--- src/sv/assert_macros.svh ---
// assertion macros shared by the rtl
`ifndef ASSERT_MACROS_SVH
`define ASSERT_MACROS_SVH

// same-cycle implication, disabled while in reset
`define ASSERT_IMPLIES(label, clk, rst_n, ante, cons) \
    label: assert property (@(posedge clk) disable iff (!rst_n) (ante) |-> (cons)) \
        else $error("assertion failed");

// next-cycle implication, disabled while in reset
`define ASSERT_NEXT(label, clk, rst_n, ante, cons) \
    label: assert property (@(posedge clk) disable iff (!rst_n) (ante) |=> (cons)) \
        else $error("assertion failed");

`endif

--- src/sv/lco_pkg.sv ---
// types, constants and color functions for the label color overlay
package lco_pkg;

    localparam int LABEL_BITS_DEF = 16;

    localparam int CFG_DATA_W = 16;
    localparam int CFG_IDX_W  = 2;

    localparam logic [CFG_IDX_W-1:0] CFG_COMPONENT_COUNT = 2'd0;
    localparam logic [CFG_IDX_W-1:0] CFG_PALETTE_MODE    = 2'd1;
    localparam logic [CFG_IDX_W-1:0] CFG_BLEND_WEIGHT    = 2'd2;

    localparam int COUNT_W  = 16;
    localparam int WEIGHT_W = 9;
    localparam logic [WEIGHT_W-1:0] WEIGHT_RESET = 9'd128;

    localparam int HUE_W      = 8;
    localparam int HUE_RANGE  = 180;
    localparam int HUE_STEP0  = 45;
    localparam int HUE_OFFSET = 90;

    // (37 * 256^i) mod 180 for byte i of the label
    localparam int MAX_BYTES = 4;
    localparam int FOLD_WEIGHT [MAX_BYTES] = '{37, 112, 52, 172};

    // folded sum: 255 * (37 + 112 + 52 + 172) + 90 fits in 17 bits
    localparam int FOLD_W  = 17;
    localparam int RECIP_SHIFT = 25;
    localparam int RECIP   = ((1 << RECIP_SHIFT) + HUE_RANGE - 1) / HUE_RANGE;
    localparam int RECIP_W = 18;
    localparam int QUOT_W  = 10;

    localparam int SECTOR_LEN = 30;

    localparam int BLEND_W = 20;

    typedef struct packed {
        logic [7:0] b;
        logic [7:0] g;
        logic [7:0] r;
    } bgr_t;

    typedef enum logic [2:0] {
        SEC_R2Y = 3'd0,
        SEC_Y2G = 3'd1,
        SEC_G2C = 3'd2,
        SEC_C2B = 3'd3,
        SEC_B2M = 3'd4,
        SEC_M2R = 3'd5
    } sector_t;

    // n/2 rounded half to even
    function automatic logic [7:0] half_even(input logic [8:0] n);
        return n[8:1] + {7'd0, n[0] & n[1]};
    endfunction

    // hsv to bgr at full saturation and value
    function automatic bgr_t hue_color(input logic [HUE_W-1:0] hue);
        sector_t           sec;
        logic [HUE_W-1:0]  base;
        logic [4:0]        k;
        logic [8:0]        ramp;
        logic [7:0]        up;
        logic [7:0]        dn;
        bgr_t              c;
        if (hue < 8'd30) begin
            sec = SEC_R2Y; base = 8'd0;
        end else if (hue < 8'd60) begin
            sec = SEC_Y2G; base = 8'd30;
        end else if (hue < 8'd90) begin
            sec = SEC_G2C; base = 8'd60;
        end else if (hue < 8'd120) begin
            sec = SEC_C2B; base = 8'd90;
        end else if (hue < 8'd150) begin
            sec = SEC_B2M; base = 8'd120;
        end else begin
            sec = SEC_M2R; base = 8'd150;
        end
        k    = 5'(hue - base);
        ramp = 9'(k) * 9'd17;
        up   = half_even(ramp);
        dn   = half_even(9'd510 - ramp);
        case (sec)
            SEC_R2Y: c = '{b: 8'd0,   g: up,    r: 8'd255};
            SEC_Y2G: c = '{b: 8'd0,   g: 8'd255, r: dn};
            SEC_G2C: c = '{b: up,     g: 8'd255, r: 8'd0};
            SEC_C2B: c = '{b: 8'd255, g: dn,    r: 8'd0};
            SEC_B2M: c = '{b: 8'd255, g: 8'd0,  r: up};
            SEC_M2R: c = '{b: dn,     g: 8'd0,  r: 8'd255};
            default: c = '0;
        endcase
        return c;
    endfunction

endpackage

--- src/sv/label_color_overlay.sv ---
// label color overlay: six-stage pixel pipeline from gray and label to blended bgr
// throughput: one word per cycle while out_ready is high; each stage holds one word and fills bubbles on stall
// the hue remainder mod 180 takes a fold, a reciprocal multiply and a correction stage
// reset clears all stage valid bits and sets the registers to count 0, mode 0, weight 128
`include "assert_macros.svh"

module label_color_overlay
    import lco_pkg::*;
#(
    parameter int LABEL_BITS = LABEL_BITS_DEF
) (
    input  logic                  clk,
    input  logic                  rst_n,
    input  logic                  cfg_write,
    input  logic [CFG_IDX_W-1:0]  cfg_index,
    input  logic [CFG_DATA_W-1:0] cfg_data,
    input  logic                  in_valid,
    output logic                  in_ready,
    input  logic [7:0]            gray_level,
    input  logic [LABEL_BITS-1:0] label_id,
    output logic                  out_valid,
    input  logic                  out_ready,
    output logic [7:0]            blue_out,
    output logic [7:0]            green_out,
    output logic [7:0]            red_out
);

    localparam int NSTAGE = 6;
    localparam int NBYTES = (LABEL_BITS + 7) / 8;
    localparam int PAD_W  = NBYTES * 8;
    localparam int CMP_W  = (LABEL_BITS > COUNT_W) ? LABEL_BITS : COUNT_W;
    localparam int PROD_W = FOLD_W + RECIP_W;

    // configuration registers
    logic [COUNT_W-1:0]  count_reg;
    logic                mode_reg;
    logic [WEIGHT_W-1:0] weight_reg;

    always_ff @(posedge clk or negedge rst_n)
    begin
        if (!rst_n)
        begin
            count_reg  <= '0;
            mode_reg   <= 1'b0;
            weight_reg <= WEIGHT_RESET;
        end
        else if (cfg_write)
        begin
            case (cfg_index)
                CFG_COMPONENT_COUNT: count_reg  <= cfg_data;
                CFG_PALETTE_MODE:    mode_reg   <= cfg_data[0];
                CFG_BLEND_WEIGHT:    weight_reg <= cfg_data[WEIGHT_W-1:0];
                default: ;
            endcase
        end
    end

    // stage handshake
    logic [NSTAGE-1:0] vld_reg;
    logic [NSTAGE-1:0] vld_next;
    logic [NSTAGE-1:0] adv;

    always_comb
    begin
        adv[NSTAGE-1] = !vld_reg[NSTAGE-1] || out_ready;
        for (int i = NSTAGE - 2; i >= 0; i--)
        begin
            adv[i] = !vld_reg[i] || adv[i+1];
        end
        vld_next[0] = adv[0] ? in_valid : vld_reg[0];
        for (int i = 1; i < NSTAGE; i++)
        begin
            vld_next[i] = adv[i] ? vld_reg[i-1] : vld_reg[i];
        end
    end

    always_ff @(posedge clk or negedge rst_n)
    begin
        if (!rst_n)
            vld_reg <= '0;
        else
            vld_reg <= vld_next;
    end

    assign in_ready  = adv[0];
    assign out_valid = vld_reg[NSTAGE-1];

    // stage 1: byte fold of the label, class of the label
    logic [PAD_W-1:0]  lbl_pad;
    logic [FOLD_W-1:0] fold_next;
    logic              bg_next;
    logic              col_next;

    always_comb
    begin
        lbl_pad   = PAD_W'(label_id);
        fold_next = FOLD_W'(HUE_OFFSET);
        for (int i = 0; i < NBYTES; i++)
        begin
            fold_next = fold_next + FOLD_W'(lbl_pad[i*8 +: 8]) * FOLD_W'(FOLD_WEIGHT[i]);
        end
        bg_next  = (label_id == '0);
        col_next = (CMP_W'(label_id) <= CMP_W'(count_reg));
    end

    logic [7:0]        gray1_reg, gray2_reg, gray3_reg, gray4_reg, gray5_reg;
    logic              bg1_reg, bg2_reg, bg3_reg;
    logic              col1_reg, col2_reg, col3_reg;
    logic [1:0]        lsb1_reg, lsb2_reg;
    logic [FOLD_W-1:0] fold1_reg, fold2_reg;
    logic [QUOT_W-1:0] quot2_reg;
    logic [HUE_W-1:0]  hue3_reg;
    bgr_t              col4_reg;
    logic signed [BLEND_W-1:0] sum5_b_reg, sum5_g_reg, sum5_r_reg;
    logic [7:0]        b6_reg, g6_reg, r6_reg;

    // stage 2: reciprocal multiply for the quotient by 180
    logic [PROD_W-1:0] prod2;
    assign prod2 = PROD_W'(fold1_reg) * PROD_W'(RECIP);

    // stage 3: remainder with correction, hue select
    logic [FOLD_W-1:0] rem3_raw;
    logic [FOLD_W-1:0] rem3;
    logic [HUE_W-1:0]  hue0_3;
    logic [HUE_W-1:0]  hue3_next;

    always_comb
    begin
        rem3_raw = fold2_reg - FOLD_W'(quot2_reg) * FOLD_W'(HUE_RANGE);
        rem3     = (rem3_raw >= FOLD_W'(HUE_RANGE)) ? rem3_raw - FOLD_W'(HUE_RANGE) : rem3_raw;
        hue0_3   = HUE_W'(lsb2_reg) * HUE_W'(HUE_STEP0);
        hue3_next = mode_reg ? rem3[HUE_W-1:0] : hue0_3;
    end

    // stage 4: hue to color, background passes gray, labels above the count give black
    bgr_t col4_next;

    always_comb
    begin
        if (bg3_reg)
            col4_next = '{b: gray3_reg, g: gray3_reg, r: gray3_reg};
        else if (col3_reg)
            col4_next = hue_color(hue3_reg);
        else
            col4_next = '0;
    end

    // stage 5: 256*g + a*(c-g)
    function automatic logic signed [BLEND_W-1:0] blend_sum(
        input logic [7:0]          c,
        input logic [7:0]          g,
        input logic [WEIGHT_W-1:0] a
    );
        logic signed [8:0]        diff;
        logic signed [WEIGHT_W:0] a_s;
        diff = $signed({1'b0, c}) - $signed({1'b0, g});
        a_s  = $signed({1'b0, a});
        return BLEND_W'(a_s) * BLEND_W'(diff) + $signed(BLEND_W'({g, 8'd0}));
    endfunction

    // stage 6: round half to even and clamp
    function automatic logic [7:0] round_clamp(input logic signed [BLEND_W-1:0] s);
        logic signed [BLEND_W-9:0] q;
        logic                      inc;
        logic signed [BLEND_W-8:0] v;
        q   = $signed(s[BLEND_W-1:8]);
        inc = (s[7:0] > 8'd128) || ((s[7:0] == 8'd128) && q[0]);
        v   = $signed({q[BLEND_W-9], q}) + $signed({{(BLEND_W-8){1'b0}}, inc});
        if (v < 0)
            return 8'd0;
        else if (v > $signed((BLEND_W-7)'(255)))
            return 8'd255;
        else
            return v[7:0];
    endfunction

    always_ff @(posedge clk)
    begin
        if (adv[0])
        begin
            gray1_reg <= gray_level;
            bg1_reg   <= bg_next;
            col1_reg  <= col_next;
            lsb1_reg  <= label_id[1:0];
            fold1_reg <= fold_next;
        end
        if (adv[1])
        begin
            gray2_reg <= gray1_reg;
            bg2_reg   <= bg1_reg;
            col2_reg  <= col1_reg;
            lsb2_reg  <= lsb1_reg;
            fold2_reg <= fold1_reg;
            quot2_reg <= prod2[RECIP_SHIFT +: QUOT_W];
        end
        if (adv[2])
        begin
            gray3_reg <= gray2_reg;
            bg3_reg   <= bg2_reg;
            col3_reg  <= col2_reg;
            hue3_reg  <= hue3_next;
        end
        if (adv[3])
        begin
            gray4_reg <= gray3_reg;
            col4_reg  <= col4_next;
        end
        if (adv[4])
        begin
            gray5_reg  <= gray4_reg;
            sum5_b_reg <= blend_sum(col4_reg.b, gray4_reg, weight_reg);
            sum5_g_reg <= blend_sum(col4_reg.g, gray4_reg, weight_reg);
            sum5_r_reg <= blend_sum(col4_reg.r, gray4_reg, weight_reg);
        end
        if (adv[5])
        begin
            b6_reg <= round_clamp(sum5_b_reg);
            g6_reg <= round_clamp(sum5_g_reg);
            r6_reg <= round_clamp(sum5_r_reg);
        end
    end

    assign blue_out  = b6_reg;
    assign green_out = g6_reg;
    assign red_out   = r6_reg;

    // gray5 follows gray4 for the background check below
    `ASSERT_IMPLIES(a_rem_range, clk, rst_n, vld_reg[1], rem3 < FOLD_W'(HUE_RANGE))
    `ASSERT_IMPLIES(a_hue_range, clk, rst_n, vld_reg[2], hue3_reg < HUE_W'(HUE_RANGE))
    `ASSERT_NEXT(a_bg_gray, clk, rst_n, vld_reg[2] && adv[3] && bg3_reg,
        col4_reg.b == gray4_reg && col4_reg.r == gray4_reg)
    `ASSERT_NEXT(a_bg_sum, clk, rst_n, vld_reg[3] && adv[4] && col4_reg.g == gray4_reg,
        sum5_g_reg == $signed(BLEND_W'({gray5_reg, 8'd0})))

endmodule
--- config.mk ---
export PLATFORM = sky130hd
export DESIGN_NAME = label_color_overlay
export DESIGN_NICKNAME = d
export VERILOG_FILES = /design/src/sv/lco_pkg.sv /design/src/sv/label_color_overlay.sv
export VERILOG_INCLUDE_DIRS = /design/src /design/src/sv
export SDC_FILE = /design/constraint.sdc
export NUM_CORES = 1
export LEC_CHECK = 0
export ABC_CLOCK_PERIOD_IN_PS = 8100
export BUFFER_PORTS_ARGS = -buffer_cell sky130_fd_sc_hd__buf_2
export CAP_MARGIN = 5
export CORE_UTILIZATION = 38
export DETAILED_ROUTE_END_ITERATION = 6
export SYNTH_ARGS = -nofsm -noshare
export SYNTH_HDL_FRONTEND = slang
export SYNTH_SLANG_ARGS = --single-unit
--- constraint.sdc ---
create_clock -name clk -period 8.1 [get_ports clk]
set_clock_uncertainty 0.2 [all_clocks]
set_input_delay 0.81 -clock clk [delete_from_list [all_inputs] [get_ports clk]]
set_output_delay 0.81 -clock clk [all_outputs]
set_load 0.1 [all_outputs]
# Word-level counts from Yosys, hierarchy flattened

Cells that the tools add are included.

Reductions and logical operators: 24
Bitwise operators: 2
Div/mod/pow operators: 0
Shift operators: 0
$add $sub $neg: 17
Order comparisons: 16
Multipliers: 9
Eq/ne operators: 10
Multiplexer cells: 22

Operator list:

| operator                                                                      | count |
|---|---|
| 24-bit one-hot mux with 6 select lines                                        | 1 |
| 19-bit by 17-bit adder with 20-bit output                                     | 3 |
| 10-bit by 9-bit multiplier with 19-bit output                                 | 3 |
| 24-bit two-way mux                                                            | 2 |
| 8-bit two-way mux                                                             | 5 |
| 12-bit by 2-bit adder with 13-bit output                                      | 3 |
| 13-bit by 9-bit > comparator with 1-bit output, second input constant         | 3 |
| 13-bit by 1-bit less-than comparator with 1-bit output, second input constant | 3 |
| 17-bit by 17-bit multiplier with 34-bit output, second input constant         | 1 |
| 5-bit two-way mux                                                             | 6 |
| 8-bit by 8-bit subtractor with 9-bit output                                   | 3 |
| 8-bit equality test, second input constant                                    | 3 |
| 8-bit > comparator, second input constant                                     | 3 |
| 3-bit two-way mux                                                             | 6 |
| 17-bit by 8-bit >= comparator with 1-bit output, second input constant        | 1 |
| 17-bit subtractor                                                             | 1 |
| 15-bit by 15-bit adder with 16-bit output                                     | 1 |
| 8-bit by 1-bit adder with 8-bit output                                        | 2 |
| 16-bit <= comparator                                                          | 1 |
| 16-bit zero test                                                              | 1 |
| 8-bit by 7-bit less-than comparator with 1-bit output, second input constant  | 2 |
| 7-bit by 14-bit adder with 15-bit output, first input constant                | 1 |
| 10-bit by 6-bit multiplier with 15-bit output, second input constant          | 1 |
| 8-bit by 6-bit multiplier with 14-bit output, second input constant           | 1 |
| other kinds (23)                                                              | 43 |

Logic and storage cells: 134
Register bits after elaboration: 234
Memories: 0
Memory bits (read-only): 0
Memory bits (writable): 0
Input port bits: 47
Bits in latches: 0

# Longest topological paths before layout

Depth in word-level cells: 16
Gate-level depth with buffers: 28

# Worst setup path before layout

No wires, ideal clock.

Path kind: register to register
Start point: register gray4_reg[1]
End point: register sum5_b_reg[19], data pin
Cell stages (with the launch flop): 27
Path buffers: 0
Arrival time: 6.631 ns
Clock period less this slack: 7.094 ns
Slack: 1.006 ns
Cells stage by stage: edfxtp_1 inv_1 ha_1 nor2b_1 o21ai_0 a21boi_0 o21ai_0 a21boi_0 o21ai_0 nor3b_1 nor3b_1 fa_1 inv_1 fa_1 inv_1 fa_1 fa_1 inv_1 fa_1 inv_1 ha_1 a21o_1 a31oi_1 o21ai_0 o41a_1 mux2i_1 nand3_1

Longest elaborated chain between the ends: 3

Ends and longest elaborated chain:

| item                                          | line                       | source |
|---|---|---|
| from (decl)                                   | label_color_overlay.sv:106 | `logic [7:0] gray1_reg, gray2_reg, gray3_reg, gray4_reg, gray5_reg;` |
| from (signal assigned)                        | label_color_overlay.sv:205 | `gray4_reg <= gray3_reg;` |
| 8-bit by 8-bit subtractor with 9-bit output   | label_color_overlay.sv:156 | `diff = $signed({1'b0, c}) - $signed({1'b0, g});` |
| 10-bit by 9-bit multiplier with 19-bit output | label_color_overlay.sv:158 | `return BLEND_W'(a_s) * BLEND_W'(diff) + $signed(BLEND_W'({g, 8'd0}));` |
| 19-bit by 17-bit adder with 20-bit output *   | label_color_overlay.sv:158 |  |
| to (signal assigned)                          | label_color_overlay.sv:211 | `sum5_b_reg <= blend_sum(col4_reg.b, gray4_reg, weight_reg);` |
| to (decl)                                     | label_color_overlay.sv:114 | `logic signed [BLEND_W-1:0] sum5_b_reg, sum5_g_reg, sum5_r_reg;` |

Mark *: on every way between the ends. The rest lies on a longest branch, timed or not.
A chain may end at the register's enable or synchronous reset.

# Worst setup path in the final report

Start point: register gray4_reg[0]
End point: register sum5_r_reg[19], data pin

Longest elaborated chain between the ends: 3

Ends and longest elaborated chain:

| item                                          | line                       | source |
|---|---|---|
| 8-bit by 8-bit subtractor with 9-bit output   | label_color_overlay.sv:156 |  |
| 10-bit by 9-bit multiplier with 19-bit output | label_color_overlay.sv:158 |  |
| 19-bit by 17-bit adder with 20-bit output *   | label_color_overlay.sv:158 |  |
| to (signal assigned)                          | label_color_overlay.sv:213 | `sum5_r_reg <= blend_sum(col4_reg.r, gray4_reg, weight_reg);` |
| to (decl)                                     | label_color_overlay.sv:114 |  |

Marked as above.

==> parameters.txt <==
Parameter                              Value

Clock network
  CTS Buffer Depth ... 3
  Sinks on Clock Net ... 230
  Number of buffers inserted during clock tree synthesis ... 27
  Clock-pin slew on the worst setup and hold paths ... 0.06 ns
  Hold Buf Count CTS ... 0
  Post-CTS resize count ... 0
  Clock tree root buffer cell ... clkbuf_16
  # H-tree levels ... 1
  Post-CTS repair timing setup buffer count ... 0
  Clk_lat worst skew ... 0.57 ns
  CTS tree ... done

Synthesis
  Synthesis Warnings ... 0
  Post-synth EDFFs ... 198
  Most used DFF post-synth ... edfxtp_1
  Leading post-synthesis cells by cell area ... edfxtp_1 22%, fa_1 22%, ha_1 20%
  Share of async-settable or async-resettable flops after synthesis ... 13.9%
  Gate count after technology mapping ... 2704
  Syn Nets ... 3477
  Register bit count reported by yosys ... 230
  Post-synthesis cell area ... 27300 um2
  Yosys cell types ... 71
  Library cell occupying the most area in the post-synthesis netlist ... edfxtp_1
  Portion of the post-synthesis area used by sequential elements ... 24.7%
  Synth top area share ... 21.8%
  Syn avg cell area ... 10.1 um2

Global routing
  Total track usage ... 15.7%
  Total global routing overflow ... 0
  Pin count of the biggest net entering global routing ... 62
  Global-route wire length before repair ... 93.7 mm
  Via count of the first global-routing pass ... 18.6k
  Number of antenna violations at the first check in global routing ... 0

Place
  Last weighted congestion value of the routability-driven placer ... 0.895
  Placed wire-length estimate ... 45.4 mm
  Count of input and output buffers ... 72

Detailed routing
  Number of nets still failing antenna checks after routing ... 0
  Vias after detailed routing ... 18.2k
  Final WL ... 55.3 mm
  Via-to-Cell Ratio ... 4.88
  First-pass detailed-route iteration total ... 5
  Starting DRT DRC Count ... 880
  Routed len/inst ... 14.8 um
  Total DRC errors in the routed layout ... 0

Final layout
  Leading cell types in the layout, fill and taps excluded ... 558 x inv_1, 429 x ha_1, 297 x fa_1, 198 x edfxtp_1, 147 x nand2_1
  Diode count ... 0
  Final-stage net count ... 3547
  Number of flip-flops under the largest register name ... 24
  Synthesis-to-layout area growth ... 8.64%
  Final core area utilization ... 42.0%
  Most common library cell in the layout ignoring fill and taps ... inv_1
  Fillers ... 6863
  Share of layout cells above drive strength 1 ... 6.80%

Worst setup path
  Type of origin of the critical path ... register
  Data arrival time at the worst-slack endpoint ... 7.82 ns
  Crit path capture type ... register
  Largest driver fanout on the critical path ... 10
  Type of the worst setup path ... reg -> reg
  RR Startpoint ... gray4_reg[0]
  WP data required ... 8.34 ns
  Beginning of the critical path ... gray4_reg[0]

STA
  Time the worst path needs with I/O delays and setup ... 7.58 ns
  Slew HR ... 27.0%
  Fin. Hold Viols ... 0
  Final number of max-transition violations ... 0
  Post-route fraction of the period consumed by the critical path ... 93.5%
  Number of setup violations in the final report ... 0
  Slew of the pin with the lowest slew margin ... 1.09 ns
  Max Clk Rate ... 132 MHz
  Unrepaired setup endpoints after global routing ... no
  Post-Route Setup TNS ... 0 ns

Die
  Die Area ... 72800 um2
  Die extent in y ... 270 um
  Standard cell core area ... 70500 um2
  Starting density of the core ... 38.7%
  Number of top-level pins ... 73
  Number of core rows ... 97
  Die width ... 270 um

Worst hold path
  Hold crit path type ... in -> async

Status
  Status ... finished clean

Run
  Max-Cap Viols ... 0
==> cell families (layout without fill, tap and decap cells) <==
group,count (synthesis),in the layout,synth area share (%)
flops,230,230,24.7
mux,22,22,0.927
xor+xnor,113,113,3.68
compound gates,376,376,8.72
simple gates,630,630,12.0
fa+ha+maj,726,726,41.5
buf+inv,607,698,8.46
==> per-layer routing <==
metal  up-vias  wire length, um  track usage [%]
li1       9058                -                -
met1      8777            26600             22.0
met2       320            25000             25.5
met3        68             2470             2.15
met4         0             1200             3.75
met5         -                0                0
==> stage by stage <==
stage                     setup slack, ns  std cells  hold WS, ns  cell area (um2)
final                               0.523       3735        0.104            29600
after CTS                           0.587       3735       0.0948            29600
after floorplan                      1.01       2704        0.200            27300
after global routing               0.0222       3735        0.140            29600
after global placement              0.717       3685        0.201            28700
after detailed placement            0.616       3685        0.205            28700
==> synthesized netlist by cell type (15+ instances only) <==
master    number
inv_1        558
ha_1         429
fa_1         297
edfxtp_1     198
nand2_1      148
nor2_1       114
a21oi_1      111
o21ai_0       98
and2_1        87
xnor2_1       71
nand2b_1      50
clkbuf_1      43
xor2_1        41
nand3_1       40
nor2b_1       40
nor3_1        39
a21o_1        32
dfrtp_1       31
and3_1        23
a211oi_1      19
or2_2         19
nor3b_1       16
o21a_1        15
==> area by class of cell <==
| cell class | instances | area, um2 | area share, % |
|---|---|---|---|
| multi-input combinational | 1867 | 18200 | 61.5 |
| sequential | 230 | 6750 | 22.8 |
| inverter | 558 | 2090 | 7.07 |
| tap | 940 | 1180 | 3.97 |
| clock buffer | 35 | 727 | 2.45 |
| timing repair buffer | 90 | 495 | 1.67 |
| clock inverter | 15 | 160 | 0.541 |
==> path summary, 6_finish.rpt <==
kind,to,depth (start not counted),slack (ns)
hold reg to reg,bg3_reg,0,0.21
setup reg to reg,sum5_r_reg[19],26,0.52
max in group asynchronous,vld_reg[1],1,7.10
hold / removal,count_reg[6],1,0.10
min in group clk,bg3_reg,0,0.21
setup / recovery,sum5_r_reg[19],26,0.52
==> worst max-delay path, stage by stage, from the launching register on <==
cell and delay (ns):
edfxtp_1 0.67, ha_1 0.28, fa_1 0.21, nor2b_1 0.05, o21ai_0 0.23, a21boi_0 0.16
o21ai_0 0.22, a21boi_0 0.14, o21ai_0 0.16, nand2b_1 0.22, or2_2 0.36, fa_1 0.50
fa_1 0.55, inv_1 0.06, fa_1 0.52, inv_1 0.05, fa_1 0.52, inv_1 0.04
ha_1 0.28, ha_1 0.33, a21oi_1 0.22, o21bai_1 0.12, a31oi_1 0.24, o21ai_0 0.17
o41a_1 0.39, or4_1 0.42, nand3_1 0.10
Power is not shown: default switching activity piles up to over one toggle a cycle in this logic, so the estimate is an artifact.
